### config.mk
export PLATFORM = sky130hd
export DESIGN_NAME = at_response_term_splitter_top
export DESIGN_NICKNAME = d
export VERILOG_FILES = /design/src/atrts_pkg.sv /design/src/atrts_front.sv /design/src/atrts_queue.sv /design/src/atrts_back.sv /design/src/at_response_term_splitter_top.sv
export SDC_FILE = /design/constraint.sdc
export NUM_CORES = 1
export LEC_CHECK = 0
export ABC_AREA = 1
export BUFFER_PORTS_ARGS = -buffer_cell sky130_fd_sc_hd__buf_2
export CORE_ASPECT_RATIO = 0.75
export CORE_MARGIN = 2
export CORE_UTILIZATION = 25
export CTS_CLUSTER_DIAMETER = 200
export DETAILED_ROUTE_END_ITERATION = 8
export MAX_ROUTING_LAYER = met4
export PLACE_DENSITY = 0.45
export SYNTH_ARGS = -nofsm -noshare
export SYNTH_HDL_FRONTEND = slang
export SYNTH_SLANG_ARGS = --single-unit
### constraint.sdc
create_clock -name clk -period 4.03 [get_ports clk]
set_input_delay 0.2015 -clock clk [delete_from_list [all_inputs] [get_ports clk]]
set_output_delay 0.2015 -clock clk [all_outputs]
set_load 0.02 [all_outputs]
### src/atrts_pkg.sv
`timescale 1ns / 1ps
`default_nettype none

package atrts_pkg;

  localparam int TermDepthDefault = 64;
  localparam int QueueDepthDefault = 4;

  localparam logic [7:0] CH_PLUS  = 8'h2B;
  localparam logic [7:0] CH_COMMA = 8'h2C;
  localparam logic [7:0] CH_COLON = 8'h3A;
  localparam logic [7:0] CH_SPACE = 8'h20;
  localparam logic [7:0] CH_CR    = 8'h0D;
  localparam logic [7:0] CH_LF    = 8'h0A;

  // work handed from the classifier to the term engine
  typedef enum logic [1:0] {
    OP_START = 2'd0,
    OP_STORE = 2'd1,
    OP_CLOSE = 2'd2
  } op_t;

  typedef struct packed {
    op_t        op;
    logic [7:0] ch;
  } entry_t;

endpackage

`default_nettype wire

### src/atrts_front.sv
`timescale 1ns / 1ps
`default_nettype none

module atrts_front (
  input  wire logic              clk,
  input  wire logic              rst,
  input  wire logic [7:0]        ch,
  input  wire logic              in_valid,
  output logic                   in_ready,
  output logic                   push_valid,
  output atrts_pkg::entry_t      push_entry,
  input  wire logic              push_ready
);

  logic in_response, in_response_next;
  logic in_command_term, in_command_term_next;
  logic do_push;
  atrts_pkg::op_t op;
  logic accept;

  // only accept while the queue has room, even for bytes that are dropped
  assign in_ready = push_ready;
  assign accept   = in_valid && in_ready;

  always_comb begin
    do_push = 1'b0;
    op = atrts_pkg::OP_STORE;
    in_response_next = in_response;
    in_command_term_next = in_command_term;
    if (ch == atrts_pkg::CH_PLUS) begin
      do_push = 1'b1;
      op = atrts_pkg::OP_START;
      in_response_next = 1'b1;
      in_command_term_next = 1'b1;
    end else if (!in_response) begin
      do_push = 1'b0;
    end else if (ch == atrts_pkg::CH_CR || ch == atrts_pkg::CH_LF) begin
      do_push = 1'b1;
      op = atrts_pkg::OP_CLOSE;
      in_response_next = 1'b0;
      in_command_term_next = 1'b0;
    end else if (ch == atrts_pkg::CH_COMMA || ch == atrts_pkg::CH_COLON) begin
      do_push = 1'b1;
      op = atrts_pkg::OP_CLOSE;
      in_command_term_next = 1'b0;
    end else if (ch == atrts_pkg::CH_SPACE) begin
      do_push = in_command_term;
    end else begin
      do_push = 1'b1;
    end
  end

  assign push_valid    = in_valid && do_push;
  assign push_entry.op = op;
  assign push_entry.ch = ch;

  always_ff @(posedge clk) begin
    if (rst) begin
      in_response <= 1'b0;
      in_command_term <= 1'b0;
    end else if (accept) begin
      in_response <= in_response_next;
      in_command_term <= in_command_term_next;
    end
  end

endmodule

`default_nettype wire

### src/atrts_queue.sv
`timescale 1ns / 1ps
`default_nettype none

module atrts_queue #(
  parameter int DEPTH = atrts_pkg::QueueDepthDefault
) (
  input  wire logic              clk,
  input  wire logic              rst,
  input  wire logic              push_valid,
  input  wire atrts_pkg::entry_t push_entry,
  output logic                   push_ready,
  output logic                   pop_valid,
  output atrts_pkg::entry_t      pop_entry,
  input  wire logic              pop_ready
);

  localparam int AW = (DEPTH > 1) ? $clog2(DEPTH) : 1;
  localparam int CW = $clog2(DEPTH + 1);
  localparam logic [AW-1:0] LastIdx = AW'(DEPTH - 1);
  localparam logic [CW-1:0] Full = CW'(DEPTH);

  atrts_pkg::entry_t slots [DEPTH];
  logic [AW-1:0] wr_ptr;
  logic [AW-1:0] rd_ptr;
  logic [CW-1:0] count;
  logic push, pop;

  assign push_ready = (count != Full);
  assign pop_valid  = (count != '0);
  assign pop_entry  = slots[rd_ptr];
  assign push = push_valid && push_ready;
  assign pop  = pop_valid && pop_ready;

  always_ff @(posedge clk) begin
    if (push) begin
      slots[wr_ptr] <= push_entry;
    end
  end

  always_ff @(posedge clk) begin
    if (rst) begin
      wr_ptr <= '0;
      rd_ptr <= '0;
      count <= '0;
    end else begin
      if (push) begin
        wr_ptr <= (wr_ptr == LastIdx) ? '0 : wr_ptr + AW'(1);
      end
      if (pop) begin
        rd_ptr <= (rd_ptr == LastIdx) ? '0 : rd_ptr + AW'(1);
      end
      if (push && !pop) begin
        count <= count + CW'(1);
      end else if (pop && !push) begin
        count <= count - CW'(1);
      end
    end
  end

endmodule

`default_nettype wire

### src/atrts_back.sv
`timescale 1ns / 1ps
`default_nettype none

module atrts_back #(
  parameter int TERM_DEPTH = atrts_pkg::TermDepthDefault
) (
  input  wire logic              clk,
  input  wire logic              rst,
  input  wire logic              pop_valid,
  input  wire atrts_pkg::entry_t pop_entry,
  output logic                   pop_ready,
  output logic [7:0]             term_char,
  output logic                   char_valid,
  output logic                   last,
  output logic [15:0]            term_number,
  output logic                   truncated,
  output logic                   out_valid,
  input  wire logic              out_ready
);

  localparam int LW = $clog2(TERM_DEPTH + 1);
  localparam int AW = $clog2(TERM_DEPTH);
  localparam logic [LW-1:0] Full = LW'(TERM_DEPTH);

  typedef enum logic [1:0] {
    S_IDLE = 2'b01,
    S_OUT  = 2'b10
  } state_t;

  state_t state, state_next;

  logic [7:0] term_buffer [TERM_DEPTH];
  logic [7:0] rd_data;

  logic [LW-1:0] length, length_next;
  logic [LW-1:0] rd_idx, rd_idx_next;
  logic [LW-1:0] close_len, close_len_next;
  logic [15:0]   total, total_next;
  logic          overflowed, overflowed_next;
  logic          cv, cv_next;
  logic          last_q, last_next;
  logic          trunc, trunc_next;

  logic          wr_en;
  logic [AW-1:0] wr_addr;
  logic [7:0]    wr_data;
  logic          rd_en;
  logic [AW-1:0] rd_addr;

  always_comb begin
    state_next = state;
    length_next = length;
    rd_idx_next = rd_idx;
    close_len_next = close_len;
    total_next = total;
    overflowed_next = overflowed;
    cv_next = cv;
    last_next = last_q;
    trunc_next = trunc;
    wr_en = 1'b0;
    wr_addr = '0;
    wr_data = '0;
    rd_en = 1'b0;
    rd_addr = '0;
    pop_ready = 1'b0;
    case (state)
      S_IDLE: begin
        pop_ready = 1'b1;
        if (pop_valid) begin
          case (pop_entry.op)
            atrts_pkg::OP_START: begin
              wr_en = 1'b1;
              wr_addr = '0;
              wr_data = atrts_pkg::CH_PLUS;
              length_next = LW'(1);
              overflowed_next = 1'b0;
            end
            atrts_pkg::OP_STORE: begin
              if (length < Full) begin
                wr_en = 1'b1;
                wr_addr = length[AW-1:0];
                wr_data = pop_entry.ch;
                length_next = length + LW'(1);
              end else begin
                overflowed_next = 1'b1;
              end
            end
            atrts_pkg::OP_CLOSE: begin
              total_next = total + 16'd1;
              trunc_next = overflowed;
              close_len_next = length;
              length_next = '0;
              overflowed_next = 1'b0;
              state_next = S_OUT;
              if (length == '0) begin
                cv_next = 1'b0;
                last_next = 1'b1;
              end else begin
                // first character read now, shows up with out_valid
                cv_next = 1'b1;
                last_next = (length == LW'(1));
                rd_en = 1'b1;
                rd_addr = '0;
                rd_idx_next = LW'(1);
              end
            end
            default: ;
          endcase
        end
      end
      S_OUT: begin
        if (out_ready) begin
          if (last_q) begin
            state_next = S_IDLE;
          end else begin
            rd_en = 1'b1;
            rd_addr = rd_idx[AW-1:0];
            rd_idx_next = rd_idx + LW'(1);
            last_next = ((rd_idx + LW'(1)) == close_len);
          end
        end
      end
      default: begin
        state_next = S_IDLE;
      end
    endcase
  end

  always_ff @(posedge clk) begin
    if (wr_en) begin
      term_buffer[wr_addr] <= wr_data;
    end
    if (rd_en) begin
      rd_data <= term_buffer[rd_addr];
    end
  end

  always_ff @(posedge clk) begin
    if (rst) begin
      state <= S_IDLE;
      length <= '0;
      total <= '0;
      overflowed <= 1'b0;
    end else begin
      state <= state_next;
      length <= length_next;
      total <= total_next;
      overflowed <= overflowed_next;
    end
  end

  always_ff @(posedge clk) begin
    rd_idx <= rd_idx_next;
    close_len <= close_len_next;
    cv <= cv_next;
    last_q <= last_next;
    trunc <= trunc_next;
  end

  assign out_valid   = (state == S_OUT);
  assign term_char   = cv ? rd_data : 8'h00;
  assign char_valid  = cv;
  assign last        = last_q;
  assign term_number = total;
  assign truncated   = trunc;

endmodule

`default_nettype wire

### src/at_response_term_splitter_top.sv
// AT response term splitter.
// Input: one response byte per transaction on ch / in_valid / in_ready.
// Output: term items on term_char, char_valid, last, term_number, truncated
// with out_valid / out_ready. A term of N stored characters comes out as N
// items, the final one with last set; an empty term is one item with
// char_valid low and last set. Characters past TERM_DEPTH are dropped and
// the term is flagged truncated on all its items.
// A classifier takes one byte per cycle into a small queue (QUEUE_DEPTH
// entries); in_ready drops only when that queue is full. The term engine
// takes one queue entry per cycle while idle; during a term's readout it
// takes none, reading the buffer once per item, and then returns to idle.
// While out_ready is low the current item holds and the engine waits;
// the queue keeps absorbing bytes until it fills.
// rst (synchronous) clears the response state, term count and queue; the
// term buffer is not cleared and needs no clearing pass.
`timescale 1ns / 1ps
`default_nettype none

module at_response_term_splitter_top #(
  parameter int TERM_DEPTH  = atrts_pkg::TermDepthDefault,
  parameter int QUEUE_DEPTH = atrts_pkg::QueueDepthDefault
) (
  input  wire logic        clk,
  input  wire logic        rst,
  input  wire logic [7:0]  ch,
  input  wire logic        in_valid,
  output logic             in_ready,
  output logic [7:0]       term_char,
  output logic             char_valid,
  output logic             last,
  output logic [15:0]      term_number,
  output logic             truncated,
  output logic             out_valid,
  input  wire logic        out_ready
);

  logic              push_valid, push_ready;
  atrts_pkg::entry_t push_entry;
  logic              pop_valid, pop_ready;
  atrts_pkg::entry_t pop_entry;

  atrts_front u_front (
    .clk        (clk),
    .rst        (rst),
    .ch         (ch),
    .in_valid   (in_valid),
    .in_ready   (in_ready),
    .push_valid (push_valid),
    .push_entry (push_entry),
    .push_ready (push_ready)
  );

  atrts_queue #(
    .DEPTH (QUEUE_DEPTH)
  ) u_queue (
    .clk        (clk),
    .rst        (rst),
    .push_valid (push_valid),
    .push_entry (push_entry),
    .push_ready (push_ready),
    .pop_valid  (pop_valid),
    .pop_entry  (pop_entry),
    .pop_ready  (pop_ready)
  );

  atrts_back #(
    .TERM_DEPTH (TERM_DEPTH)
  ) u_back (
    .clk         (clk),
    .rst         (rst),
    .pop_valid   (pop_valid),
    .pop_entry   (pop_entry),
    .pop_ready   (pop_ready),
    .term_char   (term_char),
    .char_valid  (char_valid),
    .last        (last),
    .term_number (term_number),
    .truncated   (truncated),
    .out_valid   (out_valid),
    .out_ready   (out_ready)
  );

  // an empty term is always a single item
  a_empty_is_last: assert property (@(posedge clk) disable iff (rst)
    out_valid && !char_valid |-> last)
    else $error("empty term item without last");

  // within a term the next item follows at once with the same number
  a_term_burst: assert property (@(posedge clk) disable iff (rst)
    out_valid && out_ready && !last |=> out_valid && $stable(term_number))
    else $error("term readout broke or term number moved");

  // no item is shown right after the last item of a term; the engine first returns to idle
  a_gap_after_last: assert property (@(posedge clk) disable iff (rst)
    out_valid && out_ready && last |=> !out_valid)
    else $error("item shown right after the last of a term");

endmodule

`default_nettype wire
==> results of run 1 <==
-- cell families (layout without fill, tap and decap cells) --
kind of cell    after synthesis  count (layout)  share of synthesized area, %
fa+ha+maj                    18              18                         0.858
other cells                   0               1                             0
simple gates               1314            1314                          20.9
buf+inv                     623             769                          8.98
compound gates              104             104                          2.22
flops                       614             614                          66.6
xor+xnor                     14              14                         0.452
-- layout make-up --
class	count	area [um^2]
clock buffers	80	1770
flip-flops and latches	614	18100
fillers	11341	75700
diodes	1	2.50
multi-input cells	1450	6700
well taps	1431	1790
repair buffers	153	1300
inverters	501	1880
clock inverters	35	292
-- cell usage after synthesis (10+ instances only) --
cell type	count	area share (%)
inv_1	497	6.9
nand4_1	25	0.58
buf_2	57	1.1
o211ai_1	16	0.44
o21ai_0	41	0.76
nand3_1	478	8.8
dfxtp_1	37	2.7
nor3_1	19	0.35
edfxtp_1	577	64
ha_1	17	0.78
a21oi_1	32	0.59
buf_1	10	0.14
nand2_1	583	8.1
nor2_1	193	2.7
clkbuf_1	49	0.68
-- state kept, by name, summed over array words and instances, names as in the netlist, 3 cells and up, named ones only --
name,cells
u_back.close_len,7
u_back.length,7
u_back.rd_data,8
u_back.rd_idx,7
u_back.term_buffer,512
u_back.term_number,16
u_queue.count,3
u_queue.slots,40
-- worst paths after layout --
kind	start	to	slack (ns)	depth (start not counted)
worst max-delay path	flip-flop	u_back.term_buffer[44][1]	0.39	12
worst min-delay path	ch[7]	u_queue.slots[1][7]	0.38	2
worst max register to register	flip-flop	u_back.term_buffer[44][1]	0.39	12
worst min register to register	u_back.overflowed	u_back.truncated	0.46	0
-- cell usage in the layout (no fill, tap or decap), types with 3 or more instances in the layout --
cell type,synthesis,routed
nand2_1,583,582
edfxtp_1,577,577
inv_1,497,493
nand3_1,478,478
nor2_1,193,193
buf_4,5,85
clkbuf_16,0,69
o21ai_0,41,41
buf_2,57,40
dfxtp_1,37,37
a21oi_1,32,28
nand4_1,25,25
nor3_1,19,19
buf_12,0,18
ha_1,17,17
o211ai_1,16,16
clkinv_2,0,12
clkbuf_1,49,11
clkinv_1,0,10
dlygate4sd3_1,0,10
xor2_1,9,9
inv_2,4,7
xnor2_1,5,5
nor2_2,4,4
a21oi_4,0,4
o22ai_1,4,4
bufinv_16,0,4
nand2_2,3,3
clkinvlp_4,0,3
-- layer usage --
metal	vias up	wire length [um]	track usage, %
li1	9024	-	-
met1	8976	41400	22.8
met2	508	31000	19.1
met3	92	4710	2.68
met4	0	1280	3.18
met5	-	0	-
-- worst max-delay path: cells and delay by family (launching register included) --
| kind | cells | cell delay (ns) |
|---|---|---|
| buffers and inverters | 5 | 0.55 |
| AOI/OAI and AO/OA | 1 | 0.33 |
| and+or+nand+nor | 5 | 1.63 |
| DFF | 1 | 0.47 |
| adders and majority gates | 1 | 0.31 |
-- per-stage QoR --
step                      cell area [um^2]  hold WS (ns)  utilization, %
after global routing                 31800         0.367            29.6
after global placement               29600         0.452            27.6
after floorplan                      27100         0.300               -
after detailed placement             29600         0.451            27.6
after CTS                            31800         0.335            29.6
final                                31800         0.385            29.6
-- where the power goes --
| part | leakage, nW | switching (mW) | internal [mW] |
|---|---|---|---|
| registers | 5.51 | 0.130 | 7.71 |
| clock network | 1.01 | 2.59 | 3.39 |
| logic | 6.52 | 1.92 | 0.554 |
-- repair_timing --
action	in CTS	in global routing
endpoints found under the setup margin	0	16
endpoints found under the hold margin	43	0
hold buffers	10	0
resized for setup	0	0
==> reports/results.ini, run 1 <==
[die]
ios=41
core-area_um2=107000
num_rows=104
start_util_pct=25.2
dieWidth_um=384
dieArea_um2=111000
die_y_um=289

[drt]
avgRoutedWirePerCell_um=18.4
drt-total-wl_um=78400
drt-vias-per-instance=4.36
first_pass_iters=5
dr_total_vias=18600
dr.first_iter.drc_count=2044
drtAntennaViolNets=0
drc=0

[cells_and_area]
areaGrowthSynthToFinish_pct=17.2
fin_cells=4265
drive_above_1_share_pct=9.35
fin_nets=2816

[sta]
tightest_slew_ns=0.965
fin_skew_ns=0.0306
rsz0062_at_grt=true
fin_crit_sh_pct=90.4
setup_viol_count_final=0
tns_ns=0
hold_violations=0
final_max_slew_viol_count=0
max_freq_ghz=0.275
maxSlewHeadroom_pct=35.4
fin_ws_ns=0.387
period_needed_ns=3.64

[job]
cap_violations=0

[worst_setup_path]
cp-end-kind=flip-flop
arrival_ns=3.92
max_stage_delay_ns=0.62
crit_path_max_fanout=9
cp_slowest_cell=nor2_1
crit_chain=inv_1, a32oi_1, ha_1, inv_1, nor2_1, inv_1, nor2_1, inv_1, buf_4, nor3_1, nand2_1, nor2_1
critPathLaunchType=flip-flop
path_class=flip-flop to flip-flop
crit_required_ns=4.31
crit_top_cell=inv_1

[synthesis]
synth_flop_cell=edfxtp_1
syn_nets=2717
async_flop_share_pct=0
synth_cell_type_count=39
synth_edf_count=577
netlist_area_um2=27100
ys.warnings.count=0
syn_inst=2687
ys_seq_area_share_pct=66.6
postSynthAreaPerCell_um2=10.1
ys_ff_latch=614

[clock_network]
cts_setup_buffers=0
cts_max_level=3
cts.sinks=614
path_clk_slew_ns=0.06
cts_made_buffers=66
clk_latency_ns=0.64
clk_path_buf_depth=3
cts_tree=built
cts-root-buf=clkbuf_16

[power]
peakVddDrop_v=0.000480
finalPower_mw=16.3
cellLeakagePower_nw=13.0
power_per_cell_area_nw_per_um2=512

[min_path]
worstHoldPathType=input port to flip-flop

[placed_design]
place_inst=4139
portBuffers=40
dp.final_hpwl_um=48200
gp_congestion=0.783
dpl_worst_slack_ns=0.307

[global_route]
grt_pass1_wl_um=117000
antenna_found_initial=1
grt_start_max_net_pins=124
gr-total-overflow=0
grt_usage_pct=14.6
grt_pass1_vias=17551

[run_status]
status=finished clean

Note: power is estimated with default switching activity, not from simulation.
==> run 2: changes to the inputs <==
--- a/config.mk
+++ b/config.mk
@@ -13,7 +13,7 @@
 export CTS_CLUSTER_DIAMETER = 200
 export DETAILED_ROUTE_END_ITERATION = 8
 export MAX_ROUTING_LAYER = met4
-export PLACE_DENSITY = 0.45
+export PLACE_DENSITY_LB_ADDON = 0.2
 export SYNTH_ARGS = -nofsm -noshare
 export SYNTH_HDL_FRONTEND = slang
 export SYNTH_SLANG_ARGS = --single-unit
==> reports/results.ini, run 2 (synthesis gave the netlist of run 1 again) <==
[die]
dieWidth_um=384  ; unchanged
core-area_um2=107000  ; unchanged
die_y_um=289  ; unchanged
num_rows=104  ; unchanged
dieArea_um2=111000  ; unchanged
start_util_pct=25.2  ; unchanged
ios=41  ; unchanged

[worst_setup_path]
cp-end-kind=flip-flop
arrival_ns=3.93  ; about the same
worst-path-buf-inv=6  ; +1
max_stage_delay_ns=0.50  ; -0.12 ns
crit_required_ns=4.39  ; +0.08 ns
crit_chain=inv_1, a32oi_1, ha_1, inv_1, nor2_1, inv_1, nor2_1, buf_4, inv_1, nor3_1, nand2_1, nor2_1, buf_4
crit_family=simple AND/OR/NAND/NOR gates
crit_top_cell=inv_1
crit_path_max_fanout=9  ; unchanged
critPathLaunchType=flip-flop
cp_slowest_cell=dfxtp_1
path_class=flip-flop to flip-flop

[global_route]
grt_pass1_wl_um=118000  ; +0.71%
grtUsageMet1_pct=22.2  ; -0.58 points
gr-total-overflow=0  ; unchanged
use_met2_pct=20.4  ; +1.3 points
grt_pass1_vias=17883  ; +1.9%
top_usage_layer=met1
grt_start_max_net_pins=173  ; +40%
grt_usage_pct=14.7  ; +0.085 points
antenna_found_initial=1  ; unchanged
grtUsageMet3_pct=2.25  ; -0.43 points

[cells_and_area]
fillerInstances=11321  ; -0.18%
fin_nets=2817  ; +0.036%
final_common_cell=nand2_1
top_register=u_back.term_buffer
areaGrowthSynthToFinish_pct=16.9
largest_reg_flops=512  ; unchanged
mostFrequentLayoutCells=nand2_1 (582), edfxtp_1 (577), inv_1 (493)
fin_area_um2=31700  ; -0.26%
drive_above_1_share_pct=9.16  ; -0.19 points
fin_cells=4271  ; +0.14%

[power]
power_per_cell_area_nw_per_um2=505  ; -1.4%
power_frac_clock_pct=35.6  ; -1.1 points
power_frac_comb_pct=15.5  ; +0.3 points
peakVddDrop_v=0.000439  ; -8.4%
p_int_mw=11.4  ; -1.8%
p_switching_mw=4.59  ; -1.2%
finalPower_mw=16.0  ; -1.6%
p_sw_share_pct=28.7  ; +0.13 points
seqPwrFrac_pct=49.0  ; +0.9 points
cellLeakagePower_nw=13.0  ; -0.29%

[placed_design]
gp_congestion=0.790  ; +1.0%
placed_cell_area_um2=29700  ; +0.19%
dpl_worst_slack_ns=0.294  ; -0.0129 ns
dp.final_hpwl_um=47800  ; -0.81%
portBuffers=40  ; unchanged
place_inst=4145  ; +0.14%

[clock_network]
path_clk_slew_ns=0.07  ; about the same
cts-root-buf=clkbuf_16
cts_setup_buffers=0  ; unchanged
clk_latency_ns=0.65  ; about the same
cts_made_buffers=61  ; -7.6%
clk_path_buf_depth=3  ; unchanged
cts.sinks=614  ; unchanged
cts_max_level=2  ; -1
cts_tree=built

[drt]
drt-vias-per-instance=4.34  ; -0.45%
dr_total_vias=18542  ; -0.31%
first_pass_iters=7  ; +2
drt-total-wl_um=79100  ; +0.95%
drtAntennaViolNets=0  ; unchanged
drc=4  ; +4
dr.first_iter.drc_count=1725  ; -16%
avgRoutedWirePerCell_um=18.5  ; +0.80%

[sta]
fin_skew_ns=0.0178  ; -0.0128 ns
period_needed_ns=3.57  ; -0.0739 ns
maxSlewHeadroom_pct=32.3  ; -3.1 points
fin_crit_sh_pct=88.6  ; -1.8 points
fin_ws_ns=0.461  ; +0.0739 ns
setup_viol_count_final=0  ; unchanged
rsz0062_at_grt=true
tightest_slew_ns=1.01  ; +0.0459 ns
tns_ns=0  ; unchanged
hold_violations=0  ; unchanged
max_freq_ghz=0.280  ; +2.1%
final_max_slew_viol_count=0  ; unchanged

[min_path]
min-delay-start=ch[6]
worstHoldPathType=input port to flip-flop

[job]
cap_violations=0  ; unchanged

[run_status]
status=finished, violations left
violations=DRC

run 2: cell count changes in the layout (fill, tap and decap cells not counted), sizes merged:
cell      change
inv           -1
clkinvlp      -1
clkbuf        -2
buf           +6
clkinv        +1
diode         +1
bufinv        +2
run 2: layer usage:
| layer | routed length, um | vias to the layer above |
|---|---|---|
| li1 | - | 9026 |
| met1 | 41100 | 9024 |
| met2 | 32400 | 398 |
| met3 | 4230 | 94 |
| met4 | 1370 | 0 |
| met5 | 0 | - |
run 2: final cells by class:
type	count	area (um^2)	area share, %
inverter	501	1880	5.94
clock buffer	78	1590	5.01
tap	1431	1790	5.65
clock inverter	36	324	1.02
timing repair buffer	159	1360	4.28
sequential	614	18100	57.0
multi-input combinational	1450	6700	21.1
antenna	2	5.00	0.0158
run 2: power by group through the flow:
| stage | sequential [mW] | clock [mW] | combinational (mW) |
|---|---|---|---|
| detailed placement | 7.98 | 0 | 2.51 |
| floorplan | 7.98 | 0 | 1.18 |
| CTS | 7.85 | 5.84 | 2.53 |
| finish | 7.85 | 5.70 | 2.48 |
| global route | 7.86 | 6.11 | 2.72 |
| global placement | 7.98 | 0 | 2.52 |
run 2: repair_timing:
item                                    CTS  global route
hold buffers                             10             0
endpoints found under the hold margin    43             0
endpoints found under the setup margin    0            20
gates resized for setup                   0             1
run 2: worst paths after layout:
path | endpoint | slack [ns] | depth (start not counted)
worst max-delay path | u_back.term_buffer[43][7] | 0.46 | 13
worst min-delay path | u_queue.slots[2][6] | 0.38 | 2
worst max register to register | u_back.term_buffer[43][7] | 0.46 | 13
worst min register to register | u_back.truncated | 0.47 | 0
run 2: stage by stage:
stage / hold slack (ns) / util, %
floorplan: 0.300 / -
global placement: 0.448 / 27.6
detailed placement: 0.454 / 27.6
CTS: 0.342 / 29.5
global route: 0.370 / 29.5
finish: 0.378 / 29.5
==> run 3: changes to the inputs <==
==> constraint.sdc (replaced) <==
create_clock -name clk -period 4.5 [get_ports clk]
set_input_delay 0.9 -clock clk [delete_from_list [all_inputs] [get_ports clk]]
set_output_delay 0.9 -clock clk [all_outputs]
set_load 0.02 [all_outputs]
==> reports/results.ini, run 3 (synthesis gave the netlist of run 1 again) <==
[worst_setup_path]
max_stage_delay_ns=0.72  ; +0.22 ns
cp_slowest_cell=nor2_1
critPathLaunchType=flip-flop
cp-end-kind=flip-flop
path_class=flip-flop to flip-flop
crit_chain=inv_1, nand2_1, a32oi_1, ha_1, inv_1, nor2_1, inv_1, nor2_1, buf_4, inv_1, nor3_1, nand2_1, nor2_1
worst-path-buf-inv=5  ; -1
crit_required_ns=4.73  ; +0.34 ns
arrival_ns=4.09  ; +0.16 ns
rrSetupSlack_ns=0.65  ; +0.18 ns
crit_top_cell=inv_1
crit_path_max_fanout=20  ; +11
crit_family=simple AND/OR/NAND/NOR gates

[clock_network]
clk_path_buf_depth=3  ; unchanged
cts.sinks=614  ; unchanged
path_clk_slew_ns=0.06  ; about the same
cts-root-buf=clkbuf_16
holdBufCountCts=0  ; -10
cts_setup_buffers=0  ; unchanged
clk_latency_ns=0.62  ; -0.03 ns
cts_max_level=3  ; +1
cts_made_buffers=66  ; +8.2%
cts_tree=built
cts-resized-gates=0  ; unchanged

[sta]
period_needed_ns=3.85  ; +0.286 ns
fin_skew_ns=0.0275  ; +0.00973 ns
fin_crit_sh_pct=85.7  ; -2.9 points
tightest_slew_ns=0.921  ; -0.0902 ns
maxSlewHeadroom_pct=38.4  ; +6.0 points
tns_ns=0  ; unchanged
final_max_slew_viol_count=0  ; unchanged
rsz0062_at_grt=false
setup_viol_count_final=0  ; unchanged
hold_violations=0  ; unchanged
max_freq_ghz=0.259  ; -7.4%

[min_path]
worstHoldPathType=flip-flop to flip-flop
min-delay-start=u_back.overflowed

[cells_and_area]
fin_nets=2791  ; -0.92%
largest_reg_flops=512  ; unchanged
antenna_cells=0  ; -2
drive_above_1_share_pct=8.38  ; -0.78 points
final_common_cell=nand2_1
top_register=u_back.term_buffer
fillerInstances=11273  ; -0.42%
mostFrequentLayoutCells=nand2_1 (582), edfxtp_1 (577), inv_1 (493)
areaGrowthSynthToFinish_pct=16.0
fin_cells=4234  ; -0.87%

[die]
num_rows=104  ; unchanged
core-area_um2=107000  ; unchanged
dieWidth_um=384  ; unchanged
ios=41  ; unchanged
dieArea_um2=111000  ; unchanged
die_y_um=289  ; unchanged
start_util_pct=25.2  ; unchanged

[drt]
drtAntennaViolNets=0  ; unchanged
drt-total-wl_um=82000  ; +3.7%
dr_total_vias=18578  ; +0.19%
first_pass_iters=9  ; +2
avgRoutedWirePerCell_um=19.4  ; +4.6%
dr.first_iter.drc_count=1761  ; +2.1%
drc=2  ; -2
drt-vias-per-instance=4.39  ; +1.1%

[global_route]
grt_pass1_vias=17687  ; -1.1%
grt_pass1_wl_um=122000  ; +3.4%
grt_start_max_net_pins=94  ; -46%
antenna_found_initial=1  ; unchanged
gr-total-overflow=0  ; unchanged
grt_usage_pct=15.2  ; +0.54 points

[run_status]
status=finished, violations left
violations=DRC

[placed_design]
portBuffers=40  ; unchanged
gp_congestion=0.812  ; +2.8%
dp.final_hpwl_um=50900  ; +6.5%
place_inst=4124  ; -0.51%

[job]
cap_violations=0  ; unchanged

[power]
power_per_cell_area_nw_per_um2=456  ; -9.8%
peakVddDrop_v=0.000478  ; +8.7%
cellLeakagePower_nw=12.9  ; -1.1%

## run 3: cell count changes in the layout (fill, tap and decap cells not counted), sizes merged
cell         previous run  this run
buf                   149       128
clkinvlp                3         1
inv                   503       504
diode                   2         0
bufinv                  6         2
dlygate4sd3            10         0
clkbuf                 78        83
clkinv                 25        21
## run 3: cell type report
cell class                      instances  area [um^2]  area share (%)
Clock buffer                           83         1780            5.65
Clock inverter                         27          178           0.565
Inverter                              501         1880            5.98
Multi-Input combinational cell       1450         6700            21.3
Sequential cell                       614        18100            57.4
Tap cell                             1431         1790            5.69
Timing Repair Buffer                  128         1070            3.41
## run 3: path summary, 6_finish.rpt
| path | endpoint | cells past startpoint |
|---|---|---|
| worst max register to register | u_back.term_buffer[44][1] | 13 |
| worst min register to register | u_back.truncated | 0 |
| worst min-delay path | u_back.truncated | 0 |
| worst max-delay path | u_back.term_buffer[44][1] | 13 |
## run 3: worst reg2reg max path, cell delays in order, from the launching register on
cell and delay [ns]:
dfxtp_1 0.31, inv_1 0.38, nand2_1 0.10, a32oi_1 0.34, ha_1 0.32, inv_1 0.07
nor2_1 0.12, inv_1 0.06, nor2_1 0.11, buf_4 0.16, inv_1 0.08, nor3_1 0.33
nand2_1 0.38, nor2_1 0.72
## run 3: through the flow
step	setup slack, ns	hold slack, ns	total power, mW	util (%)	instance area (um^2)
after floorplan	0.185	0.406	8.20	-	27100
after global placement	0.628	0.436	9.32	27.5	29500
after detailed placement	0.565	0.434	9.32	27.5	29500
after CTS	0.551	0.450	14.5	29.3	31500
after global routing	0.152	0.472	14.9	29.3	31500
final	0.645	0.452	14.4	29.3	31500
## run 3: metal layers
layer  GRT usage, %  vias to the layer above  wire length [um]  share of wire, %
li1               -                     8949                 -                 -
met3           2.48                      105              4150               5.1
met1           23.2                     9096             43300                53
met4           3.51                        0              1440               1.8
met2           20.8                      428             33100                40
met5              -                        -                 0                 0
## run 3: power breakdown
part	leakage, nW	internal, mW	switching (mW)
clock network	0.951	2.90	2.27
logic	6.40	0.466	1.69
registers	5.51	6.90	0.120
total	12.9	10.3	4.08
